<file path="config.mk">
export PLATFORM = sky130hd
export DESIGN_NAME = sgbb_div
export DESIGN_NICKNAME = d
export VERILOG_FILES = /design/src/rtl/sgbb_pkg.sv /design/src/rtl/sgbb_div.sv
export SDC_FILE = /design/constraint.sdc
export NUM_CORES = 1
export LEC_CHECK = 0
export ABC_AREA = 1
export BUFFER_PORTS_ARGS = -buffer_cell sky130_fd_sc_hd__buf_2
export CORE_MARGIN = 4
export CORE_UTILIZATION = 25
export CTS_CLUSTER_SIZE = 30
export DETAILED_ROUTE_END_ITERATION = 12
export SYNTH_ARGS = -nofsm -noshare
export SYNTH_HDL_FRONTEND = slang
export SYNTH_SLANG_ARGS = --single-unit
</file>
<file path="constraint.sdc">
create_clock -name clk -period 2 [get_ports clk]
set_input_delay 0.4 -clock clk [delete_from_list [all_inputs] [get_ports clk]]
set_output_delay 0.4 -clock clk [all_outputs]
set_load 0.03 [all_outputs]
</file>
<file path="src/rtl/sgbb_pkg.sv">
// ----------------------------------------------------------------------------
// Spatial grid bucket builder package
// Shared types, codes and field widths of the grid builder.
// ----------------------------------------------------------------------------
package sgbb_pkg;

	localparam int unsigned IDX_W = 17;
	localparam int unsigned ID_W  = 31;
	localparam int unsigned DIV_W = 33;

	typedef enum logic [1:0] {
		MODE_LOAD    = 2'd0,
		MODE_RD_OFF  = 2'd1,
		MODE_RD_LIST = 2'd2,
		MODE_CLEAR   = 2'd3
	} mode_t;

	typedef enum logic [1:0] {
		ST_OK    = 2'd0,
		ST_GRID  = 2'd1,
		ST_CLAMP = 2'd2,
		ST_BAD   = 2'd3
	} status_t;

	localparam logic [1:0] CFG_CELL_SIZE = 2'd0;
	localparam logic [1:0] CFG_MAX_LAT   = 2'd1;
	localparam logic [1:0] CFG_MAX_LON   = 2'd2;

	typedef enum logic [2:0] {
		OP_NONE    = 3'd0,
		OP_LOAD    = 3'd1,
		OP_BUILD   = 3'd2,
		OP_RD_OFF  = 3'd3,
		OP_RD_LIST = 3'd4,
		OP_CLEAR   = 3'd5
	} op_t;

	typedef struct packed {
		op_t              op;
		logic [IDX_W-1:0] cell_idx;
		logic [ID_W-1:0]  id;
		logic [12:0]      index;
		logic [IDX_W-1:0] cells;
	} store_req_t;

	typedef struct packed {
		logic            done;
		logic            bad;
		logic [ID_W-1:0] data;
		logic            empty;
		logic            full;
	} store_rsp_t;

endpackage

</file>
<file path="src/rtl/sgbb_div.sv">
// ----------------------------------------------------------------------------
// Grid builder divider
// Restoring radix-2 divider, one quotient bit per cycle.
// ----------------------------------------------------------------------------
module sgbb_div import sgbb_pkg::*; (
	input  logic             clk,
	input  logic             arst_n,
	input  logic             go,
	input  logic [DIV_W-1:0] num,
	input  logic [31:0]      den,
	output logic             done,
	output logic [DIV_W-1:0] quo
);

	logic [DIV_W-1:0] quo_q;
	logic [32:0]      rem_q;
	logic [31:0]      den_q;
	logic [5:0]       cnt_q;
	logic             run_q;
	logic             done_q;
	logic [32:0]      rem_sh;
	logic             ge;
	logic [32:0]      rem_nx;

	always_comb begin
		rem_sh = {rem_q[31:0], quo_q[DIV_W-1]};
		ge     = rem_sh >= {1'b0, den_q};
		rem_nx = ge ? rem_sh - {1'b0, den_q} : rem_sh;
	end

	always_ff @(posedge clk or negedge arst_n) begin
		if (!arst_n) begin
			run_q  <= 1'b0;
			done_q <= 1'b0;
			cnt_q  <= '0;
		end else begin
			done_q <= 1'b0;
			if (go) begin
				run_q <= 1'b1;
				cnt_q <= 6'(DIV_W);
			end else if (run_q) begin
				cnt_q <= cnt_q - 6'd1;
				if (cnt_q == 6'd1) begin
					run_q  <= 1'b0;
					done_q <= 1'b1;
				end
			end
		end
	end

	always_ff @(posedge clk) begin
		if (go) begin
			quo_q <= num;
			rem_q <= '0;
			den_q <= den;
		end else if (run_q) begin
			quo_q <= {quo_q[DIV_W-2:0], ge};
			rem_q <= rem_nx;
		end
	end

	assign done = done_q;
	assign quo  = quo_q;

endmodule

</file>
==> metrics, run 1 <==
status finished, violations left; failing checks setup timing; Via density approximately 4.3; I/O pins roughly 100; placed cell areas roughly 0.0089 mm2; Non-Filler Instances 1625; Finished Cell Area roughly 0.010 mm2; DR DRC count 0; number of max-cap violations 0; critical path required time approximately 2.3 ns; post-place setup slack -0.1429 ns; CTS tree done; worst hold slack 0.2005 ns; worst rel slew slack 0.6937; EDFF count, synth 65; CTS Buf Count 9; M1 wire length about 10 mm; Sw Ratio 0.4285; # diodes 0; GP Congestion approximately 0.9; Syn. warnings 0; ys async rst share 0.07619; final WL about 22 mm; final net count 1351; Most used DFF post-synth edfxtp_1; Iter 0 DRT Violations around 420; Cells after Synth 1000; Routed WL per cell approximately 14 um; Clk pin slew, worst setup/hold paths roughly 0.080 ns; Clock Root Buffer clkbuf_16; Worst Max-Slew Pin Slew 0.4594 ns; crit end category flop; WL met2 10.32 mm; Die ar. roughly 0.030 mm2; Synthesized Nets approximately 1100; Pint 8.282 mW; first-pass GRT wire length around 36 mm; CP Class flop to flop; fin. max-slew vios 0; row cnt 60; share of power burned in registers 0.222; Final Cycle Share 1.027; Netlist cell types 38; Logic pwr share 0.653; Final Setup Violations 33; Area Growth Syn to Fin 49.12%; critical path peak fanout 5; core area between 0.02 and 0.03 mm2; setup TNS -0.8648 ns; detailed placement HPWL between 15 and 20 mm; CTS sink cnt roughly 110; largest net degree at the start of global routing 47; HP Class input port to flop; post-route minimum period roughly 2 ns; RSZ-0062 raised after global routing true; Starting Density 0.2553; initial antenna violation count 0; Die Ht ~170 um; crit path launch type flop; width of the chip 174.3 um; Max Root-Sink Buffers 2; commonest cells after routing, fill and taps aside nand2_1 (335), inv_1 (161), buf_4 (139); placed cell count roughly 1600; Clock H-tree levels 3; Peak Freq approximately 0.49 GHz; post-layout worst setup margin -0.05362 ns; Pwr Total 14.49 mW; top layer in use met4; met3 WL ~1.3 mm; drt pass-1 iters 5; Psw 6.211 mW; Worst Clk Skew 0.01404 ns; worst skew pair latency between 0.3 and 0.4 ns; most common cell after layout, fill and taps aside nand2_1; vias in the first global route 7069; VDD IR max ~0.57 mV; Power Density 1405 mW/mm2; syn_area_per_cell a little under 7 um2; Arr. time, crit path roughly 2.3 ns; clock power share 0.125; Leakage Power 5.329 nW; Core Util, Final 0.3807; cell area after synthesis ~0.0069 mm2; GRT Total Usage 0.1444; endpoints failing hold 0; Synth Register Bits ~110; vias approximately 7000; share of layout cells above drive strength 1 0.3719; port bufs 101; grt total ovfl 0; post-route ant nets 0; sequential area share after synthesis 0.4037
[timing repair]
| item | 4_1_cts | 5_1_grt |
|---|---|---|
| gates cloned | 3 | 2 |
| resized for setup | 126 | 83 |
| pin swaps | 37 | 37 |
| endpoints found under the setup margin | 33 | 33 |
| setup buffers | 19 | 2 |
| hold buffers | 1 | 0 |
| hold endpoints to repair | 8 | 0 |
[sequential cells by signal, indices dropped and copies added, names as in the netlist]
register  flops
rem_q        32
den_q        32
cnt_q         6
run_q         1
quo          33
done          1
[worst max-delay path, cell delays in order, from the launching register on]
cell,delay (ns)
edfxtp_1,0.40
inv_2,0.09
ha_4,0.22
nand2_4,0.10
inv_4,0.04
a21oi_4,0.16
nand2_2,0.09
nand2_2,0.07
nand2_2,0.06
nor2_4,0.16
buf_4,0.15
buf_4,0.14
nand3_1,0.08
nand2_1,0.06
inv_1,0.04
nand2_1,0.05
nand2_1,0.04
[layout make-up]
type / instances / area [um2]
Clock buffer: 9 / 225.2
Clock inverter: 7 / 66.31
Fill cell: 2826 / 16780
Inverter: 192 / 723.2
Multi-Input combinational cell: 680 / 4124
Sequential cell: 105 / 2793
Tap cell: 372 / 465.4
Timing Repair Buffer: 260 / 1919
[metal layers]
metal / vias to the layer above / global-route usage
met3: 28 / 0.03349
li1: 3591 / -
met5: - / 0
met1: 3186 / 0.1890
met2: 171 / 0.2392
met4: 0 / 0.03959
[power groups by stage]
stage	Clock, mW	Sequential (mW)	Combinational (mW)
after floorplan	0	3.28	4.03
after global placement	0	3.11	7.13
after detailed placement	0	3.11	7.19
after CTS	1.88	3.20	8.73
after global routing	1.96	3.28	10.4
final	1.81	3.22	9.46
[cell usage after synthesis, types with 7 or more instances]
master,n,area share
dfxtp_1,32,0.093
nand3b_1,13,0.014
o21ai_1,10,0.0072
ha_1,34,0.061
dfrtp_1,8,0.029
inv_1,189,0.10
edfxtp_1,65,0.28
clkbuf_1,12,0.0065
nand3_1,82,0.059
a21oi_1,24,0.017
nand2_1,408,0.22
o21ai_0,9,0.0065
nor3_1,7,0.0051
nand4_1,8,0.0072
xnor2_1,13,0.016
nor2_1,41,0.022
[cell families after synthesis]
group | synth area share
adders and majority gates | 0.06439
AOI/OAI and AO/OA | 0.03961
buffers and inverters | 0.1215
and+or+nand+nor | 0.3518
xor gates and xnor gates | 0.01899
DFF | 0.4037
[worst paths after layout]
check,slack (ns),depth (start not counted),to,from
setup / recovery,-0.05,16,rem_q[25],den_q[24]
hold / removal,0.20,1,den_q[9],den[9]
setup reg to reg,-0.05,16,rem_q[25],den_q[24]
hold reg to reg,0.49,1,cnt_q[4],cnt_q[4]
max in group asynchronous,1.39,2,cnt_q[2],arst_n
min in group asynchronous,0.43,2,cnt_q[0],arst_n
Power figures use the tool's default switching activity.
==> run 2, diff against run 1 <==
MAX_ROUTING_LAYER = met4   (was unset)
==> run 2 against run 1 <==
Effect of this change: the flow still finishes with violations (setup timing); final cell count fell by 0.37%; sequential power about the same; clock-buffer cell count up 1; die area is the same; core utilization up 0.10 points; largest power group unchanged.
==> metrics, run 2 (synthesis gave the netlist of run 1 again) <==
Via density ~4.3; failing checks setup timing; worst path cell trace inv_2, ha_4, nand2_4, nor2_4, nand2_2, nor2_4, inv_2, nor2_4, nor2_4, buf_12, nand2_8, buf_12, nand2_2, nand3_2, o21ai_2; Iter 0 DRT Violations approximately 350; Critical Path Max Stage Delay about 0.35 ns; GR Layer Usage met2 0.2314; endpoints failing hold 0; Arr. time, crit path approximately 2.3 ns; VDD IR max roughly 0.60 mV; port bufs a little over 100; hold_sp den[27]; area of the multi-input gates between 0.004 and 0.005 mm2; met1 usage 0.1923; # diodes 0; placed cell areas 0.008847 mm2; Clock Root Buffer clkbuf_16; placed cell count 1582; Core Util, Final 0.3817; launch point of the worst reg-to-reg path den_q[18]; CP Launch Point den_q[18]; fill cell count approximately 2800; post-route ant nets 0; Routed WL per cell 13.42 um; Power Density 1405 mW/mm2; Most common cell on crit path nor2_4; commonest cells after routing, fill and taps aside nand2_1 (334), inv_1 (161), buf_4 (139); CTS tree done; CP Class flop to flop; max reg flops 33; drt pass-1 iters 5; Die Ht 174.3 um; Non-Filler Instances approximately 1600; RSZ-0062 raised after global routing true; largest net degree at the start of global routing 47; crit path launch type flop; Worst Max-Slew Pin Slew roughly 0.43 ns; share of layout cells above drive strength 1 0.3793; HP Class input port to flop; worst skew pair latency approximately 0.36 ns; row cnt 60; critical path required time approximately 2.3 ns; final net count ~1300; Worst Clk Skew approximately 0.012 ns; CTS Buf Count 9; core area 0.02710 mm2; number of max-cap violations 0; Clk pin slew, worst setup/hold paths about 0.080 ns; I/O pins ~100; post-layout worst setup margin -0.06123 ns; vias a little under 7000; detailed placement HPWL approximately 16 mm; Leakage Power approximately 5.3 nW; status finished, violations left; vias in the first global route about 6800; gr busiest metal met2; worst rel slew slack 0.7116; register area around 0.0028 mm2; grt total ovfl 0; Max Root-Sink Buffers 2; Peak Freq 0.4851 GHz; Clock H-tree levels 3; first-pass GRT wire length roughly 35 mm; final WL ~22 mm; Finished Cell Area around 0.010 mm2; width of the chip between 150 and 200 um; GRT Total Usage 0.1461; initial antenna violation count 0; GP Congestion roughly 0.94; GRT met3 Usage 0.02893; most common cell after layout, fill and taps aside nand2_1; fin. max-slew vios 0; Area Growth Syn to Fin 49.52%; worst reg2reg setup slack -0.06 ns; Starting Density 0.2553; post-route minimum period between 2 and 2.5 ns; slowest stage cell, crit path edfxtp_1; Final Cycle Share 1.031; Final Setup Violations 30; CTS sink cnt 105; crit end category flop; Die ar. roughly 0.030 mm2; critical path peak fanout 8; DR DRC count 0
-- run 2: cell count changes in the layout (fill, tap and decap cells not counted), moves of 3 or more --
cell / before / now
nor2_2: 8 / 13
nand2_2: 68 / 65
nor2_1: 32 / 22
nand3_2: 18 / 14
nor2_4: 8 / 13
nand3_4: 0 / 4
buf_6: 4 / 1
-- run 2: cell type report --
cell class / count / share of cell area
repair buffers: 254 / 0.1760
multi-input cells: 680 / 0.4104
clock buffers: 10 / 0.02214
inverters: 192 / 0.06967
clock inverters: 6 / 0.006774
well taps: 372 / 0.04500
flip-flops and latches: 105 / 0.2700
-- run 2: power by group --
group	internal, mW	switching (mW)	total [mW]
Combinational	4.53	4.95	9.49
Sequential	2.80	0.422	3.23
Clock	0.892	0.930	1.82
Total	8.23	6.30	14.5
-- run 2: routing by layer --
metal / routed length [um] / share of wire
met1: 10200 / 0.47
met2: 9792 / 0.45
met3: 1155 / 0.053
met4: 580 / 0.027
met5: 0 / 0
-- run 2: per-stage QoR --
step	TNS [ns]	power (mW)	hold slack, ns	setup WS, ns
after detailed placement	-5.779	10.30	0.2579	-0.2307
after floorplan	0	7.305	0.1044	0.02685
final	-1.132	14.53	0.2058	-0.06123
after global placement	-3.489	10.26	0.2549	-0.1655
after CTS	-1.082	13.62	0.1938	-0.04716
after global routing	-4.629	15.68	0.1946	-0.1621
-- run 2: worst max-delay path: cells and delay by family (launching register included) --
| kind | cells | cell delay, ns |
|---|---|---|
| fa+ha+maj | 1 | 0.31 |
| simple gates | 9 | 0.84 |
| buf+inv | 4 | 0.40 |
| flops | 1 | 0.35 |
| compound gates | 1 | 0.06 |
-- run 2: final timing paths --
check                             to  cells past startpoint
max                         rem_q[2]                     15
min                        den_q[27]                      1
max reg2reg                 rem_q[2]                     15
min reg2reg                 cnt_q[4]                      1
max in group asynchronous       done                      2
min in group asynchronous   cnt_q[3]                      2
-- run 2: repair_timing --
| item | in CTS | in global routing |
|---|---|---|
| gates cloned | 2 | 1 |
| pin swaps | 29 | 42 |
| resized for setup | 107 | 117 |
| setup endpoints to repair | 33 | 33 |
| hold buffers | 1 | 0 |
| setup buffers | 9 | 8 |
| hold endpoints to repair | 8 | 0 |
